File: src/hdl/bpmc_pkg.sv
// Package: types, constants and register map of the battery power-mode controller.
package bpmc_pkg;

  localparam int EVENT_DEPTH = 4;
  localparam int EV_PTR_W    = (EVENT_DEPTH > 1) ? $clog2(EVENT_DEPTH) : 1;
  localparam int EV_CNT_W    = $clog2(EVENT_DEPTH + 1);

  localparam int MV_W    = 16;
  localparam int PCT_W   = 7;
  localparam int MS_W    = 32;
  localparam int NUM_W   = 24;
  localparam int DEN_W   = 17;
  localparam int Q_STEPS = 7;
  localparam int STEP_W  = 3;
  localparam int CFG_IDX_W = 3;
  localparam int CFG_DAT_W = 32;

  localparam logic [CFG_IDX_W-1:0] REG_EMPTY_MV      = 3'd0;
  localparam logic [CFG_IDX_W-1:0] REG_FULL_MV       = 3'd1;
  localparam logic [CFG_IDX_W-1:0] REG_CRITICAL_PCT  = 3'd2;
  localparam logic [CFG_IDX_W-1:0] REG_WARN_LOW_PCT  = 3'd3;
  localparam logic [CFG_IDX_W-1:0] REG_WARN_HIGH_PCT = 3'd4;
  localparam logic [CFG_IDX_W-1:0] REG_REARM_PCT     = 3'd5;
  localparam logic [CFG_IDX_W-1:0] REG_STANDBY_MS    = 3'd6;

  localparam logic [MV_W-1:0]  RST_EMPTY_MV      = 16'd3300;
  localparam logic [MV_W-1:0]  RST_FULL_MV       = 16'd4200;
  localparam logic [PCT_W-1:0] RST_CRITICAL_PCT  = 7'd5;
  localparam logic [PCT_W-1:0] RST_WARN_LOW_PCT  = 7'd10;
  localparam logic [PCT_W-1:0] RST_WARN_HIGH_PCT = 7'd20;
  localparam logic [PCT_W-1:0] RST_REARM_PCT     = 7'd5;
  localparam logic [MS_W-1:0]  RST_STANDBY_MS    = 32'd300000;

  localparam logic [PCT_W-1:0] PCT_FULL = 7'd100;

  typedef enum logic [1:0] {
    CMD_UPDATE   = 2'd0,
    CMD_ACTIVITY = 2'd1,
    CMD_POP      = 2'd2
  } cmd_t;

  typedef enum logic [1:0] {
    MODE_ACTIVE   = 2'd0,
    MODE_STANDBY  = 2'd1,
    MODE_CRITICAL = 2'd2
  } mode_t;

  typedef enum logic [1:0] {
    EV_WARN_HIGH = 2'd0,
    EV_WARN_LOW  = 2'd1,
    EV_CRITICAL  = 2'd2
  } ev_code_t;

  typedef enum logic [1:0] {
    ST_IDLE,
    ST_DIV,
    ST_FINISH
  } state_t;

  typedef struct packed {
    logic [1:0]      cmd;
    logic [MS_W-1:0] now_ms;
    logic            battery_present;
    logic [MV_W-1:0] voltage_mv;
  } in_t;

  typedef struct packed {
    logic [1:0]       power_state;
    logic             battery_available;
    logic [PCT_W-1:0] battery_percent;
    logic [MV_W-1:0]  battery_voltage_mv;
    logic             event_valid;
    logic [1:0]       event_code;
    logic [2:0]       events_pending;
  } out_t;

  typedef struct packed {
    logic             start;
    logic [NUM_W-1:0] num;
    logic [DEN_W-1:0] den;
  } div_req_t;

  typedef struct packed {
    logic             busy;
    logic             done;
    logic [PCT_W-1:0] quot;
  } div_sts_t;

endpackage

File: src/hdl/bpmc_div.sv
// Restoring divider, one quotient bit per cycle, for the charge percentage.
module bpmc_div (
  input  logic                clk,
  input  logic                rst_n,
  input  bpmc_pkg::div_req_t  req,
  output bpmc_pkg::div_sts_t  sts
);

  logic                          busy_r, busy_nxt;
  logic [bpmc_pkg::STEP_W-1:0]   step_r, step_nxt;
  logic [bpmc_pkg::NUM_W-1:0]    rem_r, rem_nxt;
  logic [bpmc_pkg::NUM_W-1:0]    dsh_r, dsh_nxt;
  logic [bpmc_pkg::PCT_W-1:0]    quot_r, quot_nxt;
  logic [bpmc_pkg::NUM_W:0]      trial;
  logic                          qbit;

  assign trial = {1'b0, rem_r} - {1'b0, dsh_r};
  assign qbit  = ~trial[bpmc_pkg::NUM_W];

  always_comb begin
    busy_nxt = busy_r;
    step_nxt = step_r;
    rem_nxt  = rem_r;
    dsh_nxt  = dsh_r;
    quot_nxt = quot_r;
    if (req.start) begin
      busy_nxt = 1'b1;
      step_nxt = bpmc_pkg::STEP_W'(bpmc_pkg::Q_STEPS - 1);
      rem_nxt  = req.num;
      dsh_nxt  = bpmc_pkg::NUM_W'(req.den) << (bpmc_pkg::Q_STEPS - 1);
      quot_nxt = '0;
    end else if (busy_r) begin
      if (qbit) begin
        rem_nxt = trial[bpmc_pkg::NUM_W-1:0];
      end
      dsh_nxt  = dsh_r >> 1;
      quot_nxt = {quot_r[bpmc_pkg::PCT_W-2:0], qbit};
      step_nxt = step_r - 1'b1;
      if (step_r == '0) begin
        busy_nxt = 1'b0;
      end
    end
  end

  always_ff @(posedge clk) begin
    if (!rst_n) begin
      busy_r <= 1'b0;
      step_r <= '0;
    end else begin
      busy_r <= busy_nxt;
      step_r <= step_nxt;
    end
  end

  always_ff @(posedge clk) begin
    rem_r  <= rem_nxt;
    dsh_r  <= dsh_nxt;
    quot_r <= quot_nxt;
  end

  assign sts.busy = busy_r;
  assign sts.done = busy_r && (step_r == '0);
  assign sts.quot = {quot_r[bpmc_pkg::PCT_W-2:0], qbit};

  a_no_start_busy: assert property (@(posedge clk) disable iff (!rst_n)
    req.start |-> !busy_r)
    else $error("divider started while busy");

  a_done_ends: assert property (@(posedge clk) disable iff (!rst_n)
    (busy_r && step_r == '0 && !req.start) |=> !busy_r)
    else $error("divider did not stop after last step");

  a_quot_range: assert property (@(posedge clk) disable iff (!rst_n)
    (busy_r && step_r == '0) |-> (sts.quot <= bpmc_pkg::PCT_FULL))
    else $error("percentage above full scale");

endmodule

File: src/hdl/battery_power_mode_controller_unit.sv
// Top level: battery power-mode controller with percentage divider and event queue.
// Timing: an accepted beat is registered in item_r and passes ST_DIV (7-step divider)
//   if it is an update with battery present and a sample strictly between empty and
//   full, then ST_FINISH, then commits to the output register. A beat is taken only
//   in ST_IDLE; the output register lets the next beat enter while a result waits.
// Reset: synchronous active-low; mode active, latches and queue cleared, registers
//   at their default values. Queue entries hold no reset.
module battery_power_mode_controller_unit (
  input  logic                                clk,
  input  logic                                rst_n,
  input  logic                                in_valid,
  output logic                                in_ready,
  input  bpmc_pkg::in_t                       in_data,
  output logic                                out_valid,
  input  logic                                out_ready,
  output bpmc_pkg::out_t                      out_data,
  input  logic                                cfg_we,
  input  logic [bpmc_pkg::CFG_IDX_W-1:0]      cfg_index,
  input  logic [bpmc_pkg::CFG_DAT_W-1:0]      cfg_wdata
);

  // configuration
  logic [bpmc_pkg::MV_W-1:0]  empty_mv_r, full_mv_r;
  logic [bpmc_pkg::PCT_W-1:0] crit_pct_r, low_pct_r, high_pct_r, rearm_pct_r;
  logic [bpmc_pkg::MS_W-1:0]  timeout_r;

  // control state
  bpmc_pkg::state_t              state_r, state_nxt;
  bpmc_pkg::mode_t               mode_r, mode_nxt;
  logic [bpmc_pkg::MS_W-1:0]     last_r, last_nxt;
  logic                          crit_lat_r, crit_lat_nxt;
  logic                          low_lat_r, low_lat_nxt;
  logic                          high_lat_r, high_lat_nxt;
  logic                          have_r, have_nxt;
  logic [bpmc_pkg::PCT_W-1:0]    charge_r, charge_nxt;
  logic [bpmc_pkg::MV_W-1:0]     sample_r, sample_nxt;
  logic [bpmc_pkg::EV_PTR_W-1:0] rd_ptr_r, rd_ptr_nxt;
  logic [bpmc_pkg::EV_PTR_W-1:0] wr_ptr_r, wr_ptr_nxt;
  logic [bpmc_pkg::EV_CNT_W-1:0] cnt_r, cnt_nxt;
  logic                          out_valid_r, out_valid_nxt;

  // item payload
  bpmc_pkg::in_t                 item_r;
  logic [bpmc_pkg::PCT_W-1:0]    pct_r, pct_nxt;
  logic [1:0]                    ev_rd_r;
  bpmc_pkg::out_t                out_data_r, out_data_nxt;

  logic [1:0] ev_store [bpmc_pkg::EVENT_DEPTH];

  // handshake and datapath signals
  logic                        accept, commit, in_range, divide;
  logic [bpmc_pkg::MV_W-1:0]   span, offset;
  bpmc_pkg::div_req_t          div_req;
  bpmc_pkg::div_sts_t          div_sts;
  logic                        push;
  logic [1:0]                  push_code;

  assign accept   = in_valid && in_ready;
  assign commit   = (state_r == bpmc_pkg::ST_FINISH) && (!out_valid_r || out_ready);
  assign in_range = (in_data.voltage_mv > empty_mv_r) && (in_data.voltage_mv < full_mv_r);
  assign divide   = (in_data.cmd == bpmc_pkg::CMD_UPDATE) && in_data.battery_present
                    && in_range;
  assign span     = full_mv_r - empty_mv_r;
  assign offset   = in_data.voltage_mv - empty_mv_r;

  assign div_req.start = accept && divide;
  assign div_req.num   = {1'b0, offset, 7'b0} + {2'b0, offset, 6'b0}
                       + {5'b0, offset, 3'b0} + {8'b0, span};
  assign div_req.den   = {span, 1'b0};

  bpmc_div u_div (
    .clk   (clk),
    .rst_n (rst_n),
    .req   (div_req),
    .sts   (div_sts)
  );

  // next state
  always_comb begin
    state_nxt = state_r;
    case (state_r)
      bpmc_pkg::ST_IDLE: begin
        if (accept) begin
          state_nxt = divide ? bpmc_pkg::ST_DIV : bpmc_pkg::ST_FINISH;
        end
      end
      bpmc_pkg::ST_DIV: begin
        if (div_sts.done) begin
          state_nxt = bpmc_pkg::ST_FINISH;
        end
      end
      bpmc_pkg::ST_FINISH: begin
        if (commit) begin
          state_nxt = bpmc_pkg::ST_IDLE;
        end
      end
      default: state_nxt = bpmc_pkg::ST_IDLE;
    endcase
  end

  assign in_ready = (state_r == bpmc_pkg::ST_IDLE);

  // percentage select
  always_comb begin
    pct_nxt = pct_r;
    if (accept) begin
      pct_nxt = (in_data.voltage_mv <= empty_mv_r) ? '0 : bpmc_pkg::PCT_FULL;
    end else if ((state_r == bpmc_pkg::ST_DIV) && div_sts.done) begin
      pct_nxt = div_sts.quot;
    end
  end

  // item outcome
  always_comb begin
    logic [bpmc_pkg::PCT_W:0]  low_rearm, high_rearm, crit_rearm;
    logic [bpmc_pkg::MS_W-1:0] idle_ms;
    logic                      pop;
    mode_nxt      = mode_r;
    last_nxt      = last_r;
    crit_lat_nxt  = crit_lat_r;
    low_lat_nxt   = low_lat_r;
    high_lat_nxt  = high_lat_r;
    have_nxt      = have_r;
    charge_nxt    = charge_r;
    sample_nxt    = sample_r;
    rd_ptr_nxt    = rd_ptr_r;
    wr_ptr_nxt    = wr_ptr_r;
    cnt_nxt       = cnt_r;
    push          = 1'b0;
    push_code     = bpmc_pkg::EV_WARN_HIGH;
    pop           = 1'b0;
    idle_ms       = '0;
    low_rearm     = {1'b0, low_pct_r} + {1'b0, rearm_pct_r};
    high_rearm    = {1'b0, high_pct_r} + {1'b0, rearm_pct_r};
    crit_rearm    = {1'b0, crit_pct_r} + {1'b0, rearm_pct_r};
    out_valid_nxt = out_valid_r && !out_ready;
    case (item_r.cmd)
      bpmc_pkg::CMD_UPDATE: begin
        if (item_r.battery_present) begin
          have_nxt   = 1'b1;
          sample_nxt = item_r.voltage_mv;
          charge_nxt = pct_r;
          if (pct_r <= crit_pct_r) begin
            if (!crit_lat_r) begin
              crit_lat_nxt = 1'b1;
              push         = 1'b1;
              push_code    = bpmc_pkg::EV_CRITICAL;
              mode_nxt     = bpmc_pkg::MODE_CRITICAL;
            end
          end else if (pct_r <= low_pct_r) begin
            if (!low_lat_r) begin
              low_lat_nxt = 1'b1;
              push        = 1'b1;
              push_code   = bpmc_pkg::EV_WARN_LOW;
            end
          end else if (pct_r <= high_pct_r) begin
            if (!high_lat_r) begin
              high_lat_nxt = 1'b1;
              push         = 1'b1;
              push_code    = bpmc_pkg::EV_WARN_HIGH;
            end
          end
          if ({1'b0, pct_r} >= low_rearm) begin
            low_lat_nxt = 1'b0;
          end
          if ({1'b0, pct_r} >= high_rearm) begin
            high_lat_nxt = 1'b0;
          end
          if ((mode_nxt == bpmc_pkg::MODE_CRITICAL) && ({1'b0, pct_r} >= crit_rearm)) begin
            crit_lat_nxt = 1'b0;
            mode_nxt     = bpmc_pkg::MODE_ACTIVE;
            last_nxt     = item_r.now_ms;
          end
        end else begin
          have_nxt = 1'b0;
        end
        idle_ms = item_r.now_ms - last_nxt;
        if ((mode_nxt == bpmc_pkg::MODE_ACTIVE) && (idle_ms >= timeout_r)) begin
          mode_nxt = bpmc_pkg::MODE_STANDBY;
        end
      end
      bpmc_pkg::CMD_ACTIVITY: begin
        last_nxt = item_r.now_ms;
        if (mode_r == bpmc_pkg::MODE_STANDBY) begin
          mode_nxt = bpmc_pkg::MODE_ACTIVE;
        end
      end
      bpmc_pkg::CMD_POP: begin
        pop = (cnt_r != '0);
      end
      default: begin
      end
    endcase
    if (pop) begin
      rd_ptr_nxt = (rd_ptr_r == bpmc_pkg::EV_PTR_W'(bpmc_pkg::EVENT_DEPTH - 1))
                   ? '0 : rd_ptr_r + 1'b1;
      cnt_nxt    = cnt_r - 1'b1;
    end
    if (push) begin
      wr_ptr_nxt = (wr_ptr_r == bpmc_pkg::EV_PTR_W'(bpmc_pkg::EVENT_DEPTH - 1))
                   ? '0 : wr_ptr_r + 1'b1;
      if (cnt_r == bpmc_pkg::EV_CNT_W'(bpmc_pkg::EVENT_DEPTH)) begin
        rd_ptr_nxt = (rd_ptr_r == bpmc_pkg::EV_PTR_W'(bpmc_pkg::EVENT_DEPTH - 1))
                     ? '0 : rd_ptr_r + 1'b1;
      end else begin
        cnt_nxt = cnt_r + 1'b1;
      end
    end
    out_data_nxt.power_state        = mode_nxt;
    out_data_nxt.battery_available  = have_nxt;
    out_data_nxt.battery_percent    = charge_nxt;
    out_data_nxt.battery_voltage_mv = sample_nxt;
    out_data_nxt.event_valid        = pop;
    out_data_nxt.event_code         = pop ? ev_rd_r : 2'b0;
    out_data_nxt.events_pending     = 3'(cnt_nxt);
    if (commit) begin
      out_valid_nxt = 1'b1;
    end
  end

  always_ff @(posedge clk) begin
    if (!rst_n) begin
      empty_mv_r  <= bpmc_pkg::RST_EMPTY_MV;
      full_mv_r   <= bpmc_pkg::RST_FULL_MV;
      crit_pct_r  <= bpmc_pkg::RST_CRITICAL_PCT;
      low_pct_r   <= bpmc_pkg::RST_WARN_LOW_PCT;
      high_pct_r  <= bpmc_pkg::RST_WARN_HIGH_PCT;
      rearm_pct_r <= bpmc_pkg::RST_REARM_PCT;
      timeout_r   <= bpmc_pkg::RST_STANDBY_MS;
    end else if (cfg_we) begin
      case (cfg_index)
        bpmc_pkg::REG_EMPTY_MV:      empty_mv_r  <= cfg_wdata[bpmc_pkg::MV_W-1:0];
        bpmc_pkg::REG_FULL_MV:       full_mv_r   <= cfg_wdata[bpmc_pkg::MV_W-1:0];
        bpmc_pkg::REG_CRITICAL_PCT:  crit_pct_r  <= cfg_wdata[bpmc_pkg::PCT_W-1:0];
        bpmc_pkg::REG_WARN_LOW_PCT:  low_pct_r   <= cfg_wdata[bpmc_pkg::PCT_W-1:0];
        bpmc_pkg::REG_WARN_HIGH_PCT: high_pct_r  <= cfg_wdata[bpmc_pkg::PCT_W-1:0];
        bpmc_pkg::REG_REARM_PCT:     rearm_pct_r <= cfg_wdata[bpmc_pkg::PCT_W-1:0];
        bpmc_pkg::REG_STANDBY_MS:    timeout_r   <= cfg_wdata[bpmc_pkg::MS_W-1:0];
        default: begin
        end
      endcase
    end
  end

  always_ff @(posedge clk) begin
    if (!rst_n) begin
      state_r     <= bpmc_pkg::ST_IDLE;
      mode_r      <= bpmc_pkg::MODE_ACTIVE;
      last_r      <= '0;
      crit_lat_r  <= 1'b0;
      low_lat_r   <= 1'b0;
      high_lat_r  <= 1'b0;
      have_r      <= 1'b0;
      charge_r    <= '0;
      sample_r    <= '0;
      rd_ptr_r    <= '0;
      wr_ptr_r    <= '0;
      cnt_r       <= '0;
      out_valid_r <= 1'b0;
    end else begin
      state_r     <= state_nxt;
      out_valid_r <= out_valid_nxt;
      if (commit) begin
        mode_r     <= mode_nxt;
        last_r     <= last_nxt;
        crit_lat_r <= crit_lat_nxt;
        low_lat_r  <= low_lat_nxt;
        high_lat_r <= high_lat_nxt;
        have_r     <= have_nxt;
        charge_r   <= charge_nxt;
        sample_r   <= sample_nxt;
        rd_ptr_r   <= rd_ptr_nxt;
        wr_ptr_r   <= wr_ptr_nxt;
        cnt_r      <= cnt_nxt;
      end
    end
  end

  always_ff @(posedge clk) begin
    pct_r <= pct_nxt;
    if (accept) begin
      item_r  <= in_data;
      ev_rd_r <= ev_store[rd_ptr_r];
    end
    if (commit) begin
      out_data_r <= out_data_nxt;
    end
  end

  always_ff @(posedge clk) begin
    if (commit && push) begin
      ev_store[wr_ptr_r] <= push_code;
    end
  end

  assign out_valid = out_valid_r;
  assign out_data  = out_data_r;

  a_cnt_bound: assert property (@(posedge clk) disable iff (!rst_n)
    cnt_r <= bpmc_pkg::EV_CNT_W'(bpmc_pkg::EVENT_DEPTH))
    else $error("event count above queue depth");

  a_crit_latched: assert property (@(posedge clk) disable iff (!rst_n)
    (mode_r == bpmc_pkg::MODE_CRITICAL) |-> crit_lat_r)
    else $error("critical mode without critical latch");

  a_busy_after_beat: assert property (@(posedge clk) disable iff (!rst_n)
    accept |=> !in_ready)
    else $error("input taken twice in a row");

  a_div_only_in_div: assert property (@(posedge clk) disable iff (!rst_n)
    div_sts.busy |-> (state_r == bpmc_pkg::ST_DIV))
    else $error("divider running outside divide state");

  a_pop_empty: assert property (@(posedge clk) disable iff (!rst_n)
    (commit && out_data_nxt.event_valid) |-> (cnt_r != '0))
    else $error("event popped from empty queue");

endmodule
File: config.mk
export PLATFORM = sky130hd
export DESIGN_NAME = battery_power_mode_controller_unit
export DESIGN_NICKNAME = d
export VERILOG_FILES = /design/src/hdl/bpmc_pkg.sv /design/src/hdl/bpmc_div.sv /design/src/hdl/battery_power_mode_controller_unit.sv
export SDC_FILE = /design/constraint.sdc
export NUM_CORES = 1
export LEC_CHECK = 0
export BUFFER_PORTS_ARGS = -buffer_cell sky130_fd_sc_hd__buf_2
export CAP_MARGIN = 20
export CORE_MARGIN = 2
export CORE_UTILIZATION = 59
export DETAILED_ROUTE_END_ITERATION = 10
export GPL_TIMING_DRIVEN = 0
export MAX_ROUTING_LAYER = met4
export PLACE_DENSITY = 0.78
export SETUP_SLACK_MARGIN = 0.02
export SYNTH_ARGS = -nofsm -noshare
export SYNTH_HDL_FRONTEND = slang
export SYNTH_HIERARCHICAL = 1
export SYNTH_SLANG_ARGS = --single-unit
export TNS_END_PERCENT = 30
File: constraint.sdc
create_clock -name clk -period 19.8 [get_ports clk]
set_input_delay 2.97 -clock clk [delete_from_list [all_inputs] [get_ports clk]]
set_output_delay 2.97 -clock clk [all_outputs]
set_load 0.01 [all_outputs]
### Word-level counts from Yosys, hierarchy flattened

Memory sizes are Yosys's and may differ from the RTL's. A register that Yosys moved wholly into a read port is not among the register bits.
Cells that the tools add are included.

| storage, ports and cells | value |
|---|---|
| word-level logic and storage cells | 205 |
| memories | 1 |
| output and inout bits | 34 |
| flip-flop bits (word level) | 310 |
| RAM bits | 8 |

Memories:

| name | words | width | read ports | clocked after Yosys merged registers in | wr ports | line | source |
|---|---|---|---|---|---|---|---|
| ev_store | 4 | 2 | 1 | 1 | 1 | battery_power_mode_controller_unit.sv:48 | `logic [1:0] ev_store [bpmc_pkg::EVENT_DEPTH];` |

| operators by class | value |
|---|---|
| bitwise gates (word level) | 2 |
| magnitude comparators | 10 |
| add/sub/neg operators | 15 |
| reductions and logical operators | 43 |
| mux-type cells | 73 |
| equality and inequality tests | 22 |

Operators with widths:

| kind | count |
|---|---|
| 2-to-1 mux 32 bit | 3 |
| 2-to-1 mux 24 bit | 3 |
| one-hot mux 32 bit (2 select lines) | 1 |
| 2-to-1 mux 2 bit | 23 |
| 2-to-1 mux 23 bit | 2 |
| 2-to-1 mux 7 bit | 5 |
| greater-or-equal comparator 32 bit | 1 |
| 2-to-1 mux 16 bit | 2 |
| subtractor 16 bit | 2 |
| subtractor 32 bit | 1 |
| 2-to-1 mux 1 bit | 27 |
| subtractor 24 x 23 -> 25 bit | 1 |
| adder 23 x 22 -> 24 bit | 1 |
| adder 24 x 16 -> 24 bit | 1 |
| adder 24 x 19 -> 24 bit | 1 |
| adder 7 x 7 -> 8 bit | 3 |
| greater-or-equal comparator 7 x 8 -> 1 bit | 3 |
| less-or-equal comparator 7 bit | 3 |
| AND reduction 2 bit | 10 |
| > comparator 16 bit | 1 |
| less-or-equal comparator 16 bit | 1 |
| less-than comparator 16 bit | 1 |
| 2-to-1 mux 3 bit | 5 |
| equality test 3 bit, second input constant | 4 |
| other kinds (24) | 60 |

### Longest topological paths before layout

Gate-level depths: netlist of the first run.

| logic depth | value |
|---|---|
| word-level depth | 14 |
| mapped depth | 38 |
| mapped depth without buffers | 38 |

### By module

Netlist of the first run, hierarchy kept.

By module, submodules not included:

| module | area an instance (µm²) | seq. area each (µm²) | instances | cells an instance |
|---|---|---|---|---|
| battery_power_mode_controller_unit | 17310.4 | 6266.0 | 1 | 1910 |
| bpmc_div | 3837.4 | 1551.5 | 1 | 419 |

### Worst setup path after synthesis of the first run

No wires, ideal clock.

| timing | value |
|---|---|
| kind | input -> register |
| from | in in_data[0] (netlist name) |
| to | reg u_div/rem_r[21] (netlist name) (data pin) |
| path buffers | 0 |
| setup slack | 11621 ps |
| required time | 19544 ps |
| cell stages on the path | 26 |
| arrival | 7923 ps |
| setup time | 256 ps |
| path through | inv_1 ha_1 inv_1 fa_1 a21o_1 a21oi_1 o21ai_0 a21oi_1 o21ai_0 a31oi_1 o21bai_1 a21oi_1 xnor2_1 fa_1 fa_1 ha_1 and3_1 a21oi_1 o21ai_1 o41a_1 a21bo_2 or2_1 xor2_1 nand2_1 o21ai_0 o211a_1 |

RTL lines:

| what | line | source |
|---|---|---|
| start: declaration | battery_power_mode_controller_unit.sv:13 | `input bpmc_pkg::in_t in_data,` |
| end signal: assignment | bpmc_div.sv:56 | `rem_r <= rem_nxt;` |
| end: declaration | bpmc_div.sv:11 | `logic [bpmc_pkg::NUM_W-1:0] rem_r, rem_nxt;` |

### Final worst setup path of the first run

| timing | value |
|---|---|
| from | reg rearm_pct_r[0] (netlist name) |
| to | reg out_data_r, in the netlist out_data[30] (data pin) |

| between the ends | value |
|---|---|
| cells in the longest elaborated chain, start to end | 11 |

Ends and longest elaborated chain:

| what | line | source |
|---|---|---|
| start: declaration | battery_power_mode_controller_unit.sv:24 | `logic [bpmc_pkg::PCT_W-1:0] crit_pct_r, low_pct_r, high_pct_r, rearm_pct_r;` |
| start signal: assignment | battery_power_mode_controller_unit.sv:228 | `rearm_pct_r <= bpmc_pkg::RST_REARM_PCT;` |
| start signal: assignment | battery_power_mode_controller_unit.sv:237 | `bpmc_pkg::REG_REARM_PCT: rearm_pct_r <= cfg_wdata[bpmc_pkg::PCT_W-1:0];` |
| adder 7 x 7 -> 8 bit * | battery_power_mode_controller_unit.sv:135 | `crit_rearm = {1'b0, crit_pct_r} + {1'b0, rearm_pct_r};` |
| greater-or-equal comparator 7 x 8 -> 1 bit * | battery_power_mode_controller_unit.sv:169 | `if ((mode_nxt == bpmc_pkg::MODE_CRITICAL) && ({1'b0, pct_r} >= crit_rearm)) begin` |
| logical AND 1 bit * | battery_power_mode_controller_unit.sv:169 |  |
| 2-to-1 mux 32 bit | battery_power_mode_controller_unit.sv:169 |  |
| 2-to-1 mux 32 bit | battery_power_mode_controller_unit.sv:139 | `if (item_r.battery_present) begin` |
| 2-to-1 mux 32 bit | battery_power_mode_controller_unit.sv:137 | `case (item_r.cmd)` |
| subtractor 32 bit | battery_power_mode_controller_unit.sv:177 | `idle_ms = item_r.now_ms - last_nxt;` |
| greater-or-equal comparator 32 bit | battery_power_mode_controller_unit.sv:178 | `if ((mode_nxt == bpmc_pkg::MODE_ACTIVE) && (idle_ms >= timeout_r)) begin` |
| logical AND 1 bit | battery_power_mode_controller_unit.sv:178 |  |
| 2-to-1 mux 2 bit * | battery_power_mode_controller_unit.sv:178 |  |
| one-hot mux 2 bit (2 select lines) * | battery_power_mode_controller_unit.sv:137 |  |
| via mode_nxt[0] | battery_power_mode_controller_unit.sv:29 | `bpmc_pkg::mode_t mode_r, mode_nxt;` |
| end signal: assignment | battery_power_mode_controller_unit.sv:286 | `out_data_r <= out_data_nxt;` |
| end: declaration | battery_power_mode_controller_unit.sv:46 | `bpmc_pkg::out_t out_data_r, out_data_nxt;` |

The timed path passes the listed nets; every way through them passes the cells marked *. The select of a mux whose other input is x is not followed.
A chain may end at the register's enable or synchronous reset.

==> impl_metrics.env, run 1 <==
export IMPL_area_growth_pct=12.00
export IMPL_cts_buffers=35
export IMPL_viasPerCell=5.894
export IMPL_endpoint_kind="register"
export IMPL_ios=125
export IMPL_drv_slew=0
export IMPL_gp_congestion=0.8964
export IMPL_power_density_nw_per_um2=87.63
export IMPL_grt_max_degree=42
export IMPL_clock_sinks=320
export IMPL_cts_setup_buffers=0
export IMPL_ys_warn_count=6
export IMPL_hold_viol_final=0
export IMPL_numPortBuffers=122
export IMPL_layout_setup_ws_ns=10.75
export IMPL_post_route_min_period_ns=9.054
export IMPL_insertion_delay_ns=0.55
export IMPL_finish_utilization_pct=66.89
export IMPL_slew_headroom_pct=30.15
export IMPL_top_layer_used="met4"
export IMPL_postRouteAntennaNets=0
export IMPL_rows=69
export IMPL_fin_crit_sh_pct=45.73
export IMPL_die_area_sq_um=37360
export IMPL_cts_root_buf="clkbuf_16"
export IMPL_layout_drive_gt1_share_pct=8.741
export IMPL_place_ws_ns=10.89
export IMPL_grt_pass1_wl_um=85930
export IMPL_vias=17610
export IMPL_fill_cells=2865
export IMPL_die_x_um=193.3
export IMPL_worst_setup_path_start_kind="register"
export IMPL_die_h_um=193.3
export IMPL_leakagePower_nw=9.760
export IMPL_cp_slowest_cell="fa_1"
export IMPL_tritoncts="built"
export IMPL_syn_nets=2688
export IMPL_first_iter_violations=1305
export IMPL_met2RoutedLength_um=25330
export IMPL_ff2ff_setup_slack_ns=10.75
export IMPL_layout_nets=2851
export IMPL_max_clock_path_buffers=3
export IMPL_drt_pass1_iter_count=5
export IMPL_crit_end="out_data[30]$_DFFE_PP_"
export IMPL_cp_common_cell="a21o_1"
export IMPL_cts_hold_buf=0
export IMPL_wire_per_inst_um=18.19
export IMPL_grt_usage_pct=29.21
export IMPL_synth_area_sq_um=21140
export IMPL_worstRegToRegCells=37
export IMPL_dp_hpwl_um=41730
export IMPL_vdd_drop_max_v=0.00008066
export IMPL_first_global_vias=16790
export IMPL_met3_length_um=4032
export IMPL_avgSynthCellArea_sq_um=9.081
export IMPL_setup_viol=0
export IMPL_clock_skew_ns=0.02581
export IMPL_antenna_found_initial=8
export IMPL_grt_overflow_total=0
export IMPL_crit_start="rearm_pct_r[0]$_SDFFE_PN1P_"
export IMPL_synth_cells=2328
export IMPL_hold_class="register to register"
export IMPL_htree_levels=2
export IMPL_placed_area_sq_um=22370
export IMPL_drc=0
export IMPL_fmax_ghz=0.1104
export IMPL_drv_cap=0
export IMPL_tightestPinTransition_ns=1.048
export IMPL_finalSetupTns_ns=0
export IMPL_routed_wl_um=54340
export IMPL_postLayoutCellArea_sq_um=23680
export IMPL_worstPathArrival_ns=9.33
export IMPL_clk_pin_slew_worst_paths_ns=0.06
export IMPL_cp_required_ns=20.08
export IMPL_path_class="register to register"
export IMPL_r2r_start="rearm_pct_r[0]$_SDFFE_PN1P_"
export IMPL_status="complete, no violations"
export IMPL_rr_endpoint="out_data[30]$_DFFE_PP_"
export IMPL_rsz0062_at_grt="false"
export IMPL_core_area_sq_um=35400
export IMPL_crit_fanout=10
export IMPL_post_cts_resize_count=0
export IMPL_cp_slowest_stage_delay_ns=0.47
export IMPL_initial_core_util_pct=59.72
export IMPL_met1_length_um=22650
==> sequential cells by signal, summed over array words and instances (netlist names), 3 cells and up <==
register and cells:
u_div/rem_r 24, sample_r 16, charge_r 7, timeout_r 32
rearm_pct_r 7, low_pct_r 7, full_mv_r 16, pct_r 7
last_r 32, crit_pct_r 7, empty_mv_r 16, u_div/step_r 3
u_div/dsh_r 23, out_data 32, u_div/quot_r 6, cnt_r 3
item_r 51, high_pct_r 7, ev_store 8
==> routing by layer <==
layer / vias to the layer above / GRT usage (%)
met1: 8298 / 35.83
met3: 172 / 5.701
met5: - / -
met2: 638 / 46.53
li1: 8497 / -
met4: 0 / 13.74
==> stage by stage <==
stage | hold slack [ns] | instances | power [mW]
detailed placement | 0.4558 | 2914 | 1.369
global placement | 0.4489 | 2911 | 1.349
floorplan | 0.4428 | 2328 | 1.220
CTS | 0.4639 | 2977 | 2.082
finish | 0.4600 | 2987 | 2.075
global route | 0.4830 | 2985 | 2.190
==> worst min path at each step <==
stage / startpoint / slack (ns) / depth (start not counted) / end
floorplan: last_r[10]$_SDFFE_PN0P_ / 0.44 / 2 / last_r[10]$_SDFFE_PN0P_
global placement: last_r[24]$_SDFFE_PN0P_ / 0.45 / 2 / last_r[24]$_SDFFE_PN0P_
detailed placement: last_r[13]$_SDFFE_PN0P_ / 0.46 / 2 / last_r[13]$_SDFFE_PN0P_
CTS: last_r[13]$_SDFFE_PN0P_ / 0.46 / 2 / last_r[13]$_SDFFE_PN0P_
global route: last_r[13]$_SDFFE_PN0P_ / 0.48 / 2 / last_r[13]$_SDFFE_PN0P_
finish: last_r[25]$_SDFFE_PN0P_ / 0.46 / 2 / last_r[25]$_SDFFE_PN0P_
==> worst max-delay path, delay by kind of cell, from the launching register on <==
family / cells / cell delay [ns]
buffers and inverters: 4 / 1.33
AND/OR/NAND/NOR: 4 / 0.60
adder cells (fa/ha/maj): 5 / 1.67
AO/OA/AOI/OAI: 21 / 4.34
XOR/XNOR: 2 / 0.27
multiplexers: 1 / 0.20
flip-flops: 1 / 0.38
==> where the power goes <==
group          internal, mW  switching [mW]
clock network         0.433           0.280
registers             0.725          0.0272
logic                 0.264           0.345
==> layout by cell type (no fill, tap or decap), types with 31 or more instances in the layout <==
master,count
clkbuf_16,37
nand2_1,440
a21o_1,52
xnor2_1,66
a21boi_0,124
buf_2,127
xor2_1,32
nor2_1,102
clkbuf_1,73
mux2i_1,56
ha_1,239
inv_1,179
o211ai_1,31
nor2b_1,36
dfxtp_1,179
o21ai_0,78
nand3_1,31
edfxtp_1,141
a21oi_1,115
==> final cells by class <==
type	count	area, sq um	area share [%]
Multi-Input combinational cell	1746	12340	52.10
Sequential cell	320	7818	33.02
Clock buffer	47	983.4	4.154
Inverter	183	686.9	2.901
Timing Repair Buffer	126	673.1	2.843
Tap cell	461	576.8	2.436
Buffer	79	307.8	1.300
Clock inverter	16	272.8	1.152
Antenna cell	9	22.52	0.09512
No activity file was read; power rests on OpenSTA's default activity.
==> inputs of run 2 (changes only) <==
Clock period 19.8 ns to 8.6 ns, I/O delays scaled along.
==> run 2 against run 1 <==
Compared with the run above:
- clock-buffer cell count did not move
- worst setup slack got worse by 10 ns
- hold slack barely moved
- flip-flop and latch count did not move
- utilization rose by 0.071 points
- global-route usage did not move
- sequential power rose by 130%
- maximum frequency rose by 11%
- sequential share of layout area barely moved
- wire length rose by 0.12%
- critical endpoint unchanged
- largest power group unchanged
==> impl_metrics.env, run 2 (synthesized netlist as in run 1, its figures left out) <==
export IMPL_status="complete, no violations"
export IMPL_p_int_mw=3.278
export IMPL_register_area_sq_um=7818
export IMPL_cts_buffers=35
export IMPL_power_density_nw_per_um2=201.7
export IMPL_crit_start="rearm_pct_r[0]$_SDFFE_PN1P_"
export IMPL_slew_headroom_pct=28.26
export IMPL_vdd_drop_max_v=0.0001872
export IMPL_clock_sinks=320
export IMPL_final_common_cell="nand2_1"
export IMPL_drv_cap=0
export IMPL_layout_nets=2850
export IMPL_gp_congestion=0.8964
export IMPL_tritoncts="built"
export IMPL_leakagePower_nw=9.765
export IMPL_finalSetupTns_ns=0
export IMPL_endpoint_kind="register"
export IMPL_cp_slowest_stage_delay_ns=0.46
export IMPL_postLayoutCellArea_sq_um=23700
export IMPL_dpl_cell_count=2914
export IMPL_grt_pass1_wl_um=85920
export IMPL_drv_slew=0
export IMPL_instances_no_fill=2985
export IMPL_p_seq_share_pct=36.2
export IMPL_cp_slowest_cell="fa_1"
export IMPL_p_comb_share_pct=29.5
export IMPL_initial_core_util_pct=59.72
export IMPL_vias=17620
export IMPL_die_area_sq_um=37360
export IMPL_layout_drive_gt1_share_pct=8.903
export IMPL_grt_max_degree=42
export IMPL_placed_area_sq_um=22370
export IMPL_rsz0062_at_grt="false"
export IMPL_cts_root_buf="clkbuf_16"
export IMPL_crit_fanout=10
export IMPL_place_ws_ns=-0.3067
export IMPL_die_h_um=193.3
export IMPL_insertion_delay_ns=0.55
export IMPL_cp_required_ns=8.88
export IMPL_max_clock_path_buffers=3
export IMPL_fill_cells=2866
export IMPL_multiInputGateArea_sq_um=12350
export IMPL_largest_reg_flops=51
export IMPL_grt_overflow_total=0
export IMPL_regMostFlops="item_r"
export IMPL_path_class="register to register"
export IMPL_antenna_found_initial=8
export IMPL_rows=69
export IMPL_worstPathArrival_ns=8.44
export IMPL_clock_skew_ns=0.02114
export IMPL_tightestPinTransition_ns=1.076
export IMPL_fin_crit_sh_pct=94.88
export IMPL_swShare_pct=31.45
export IMPL_ff2ff_setup_slack_ns=0.44
export IMPL_routed_wl_um=54410
export IMPL_numPortBuffers=122
export IMPL_grt_usage_pct=29.21
export IMPL_clockPowerShare_pct=34.3
export IMPL_core_area_sq_um=35400
export IMPL_area_growth_pct=12.12
export IMPL_finalPower_mw=4.781
export IMPL_cts_hold_buf=0
export IMPL_drc=0
export IMPL_setup_viol=0
export IMPL_post_route_min_period_ns=8.160
export IMPL_ios=125
export IMPL_htree_levels=2
export IMPL_fmax_ghz=0.1226
export IMPL_wire_per_inst_um=18.23
export IMPL_clk_pin_slew_worst_paths_ns=0.06
export IMPL_worstRegToRegCells=36
export IMPL_postRouteAntennaNets=0
export IMPL_viasPerCell=5.904
export IMPL_drt_pass1_iter_count=7
export IMPL_hold_slack_ns=0.4600
export IMPL_die_x_um=193.3
export IMPL_hold_class="register to register"
export IMPL_final_cell_mix="nand2_1 (440), ha_1 (239), inv_1 (179), dfxtp_1 (179), edfxtp_1 (141)"
export IMPL_first_iter_violations=1225
export IMPL_finish_utilization_pct=66.96
export IMPL_r2r_start="rearm_pct_r[0]$_SDFFE_PN1P_"
export IMPL_worst_setup_path_start_kind="register"
export IMPL_layout_setup_ws_ns=0.4405
export IMPL_crit_end="out_data[30]$_DFFE_PP_"
export IMPL_dp_hpwl_um=41730
export IMPL_first_global_vias=16790
export IMPL_hold_viol_final=0
export IMPL_rr_endpoint="out_data[30]$_DFFE_PP_"
export IMPL_switchingPower_mw=1.504
==> run 2: changes by cell type in the layout (fill, tap and decap cells not counted), sizes merged <==
cell    previous run  this run
diode              9         8
clkbuf           113       112
==> run 2: power groups by stage <==
stage / Combinational [mW] / Clock (mW) / Sequential, mW
2_1_floorplan: 1.07 / 0 / 1.74
3_3_place_gp: 1.34 / 0 / 1.76
3_5_place_dp: 1.39 / 0 / 1.76
4_1_cts: 1.40 / 1.66 / 1.73
5_1_grt: 1.59 / 1.72 / 1.74
6_report: 1.41 / 1.64 / 1.73
==> run 2: repair_timing <==
| item | in CTS | in global routing |
|---|---|---|
| endpoints found under the setup margin | 2 | 2 |
| cloned | 0 | 0 |
| resized for setup | 2 | 9 |
| pin swaps | 0 | 0 |
| buffers inserted | 0 | 0 |
==> run 2: layout make-up <==
class | count | area share (%)
Tap cell | 461 | 2.434
Inverter | 183 | 2.898
Buffer | 78 | 1.336
Antenna cell | 8 | 0.08446
Clock inverter | 16 | 1.151
Sequential cell | 320 | 32.98
Clock buffer | 47 | 4.149
Timing Repair Buffer | 126 | 2.840
Multi-Input combinational cell | 1746 | 52.12
==> run 2: worst min-delay path by stage <==
| stage | startpoint | endpoint | slack [ns] | cells past startpoint |
|---|---|---|---|---|
| after global placement | last_r[24]$_SDFFE_PN0P_ | last_r[24]$_SDFFE_PN0P_ | 0.45 | 2 |
| after detailed placement | last_r[13]$_SDFFE_PN0P_ | last_r[13]$_SDFFE_PN0P_ | 0.46 | 2 |
| after global routing | last_r[13]$_SDFFE_PN0P_ | last_r[13]$_SDFFE_PN0P_ | 0.48 | 2 |
| after CTS | last_r[13]$_SDFFE_PN0P_ | last_r[13]$_SDFFE_PN0P_ | 0.46 | 2 |
| final | last_r[25]$_SDFFE_PN0P_ | last_r[25]$_SDFFE_PN0P_ | 0.46 | 2 |
| after floorplan | last_r[10]$_SDFFE_PN0P_ | last_r[10]$_SDFFE_PN0P_ | 0.44 | 2 |
==> run 2: critical path, delay by kind of cell (launching register included) <==
kind / cells / cell delay (ns)
xor+xnor: 2 / 0.31
mux: 1 / 0.17
compound gates: 18 / 4.01
buf+inv: 2 / 0.35
flops: 1 / 0.37
simple gates: 8 / 1.04
fa+ha+maj: 5 / 1.62
==> run 2: per-layer routing <==
metal / vias to the layer above / wire (um) / track usage [%]
met5: - / 0 / -
met4: 0 / 2358 / 13.74
met3: 182 / 4047 / 5.701
met2: 637 / 25480 / 46.53
met1: 8298 / 22520 / 35.83
li1: 8506 / - / -
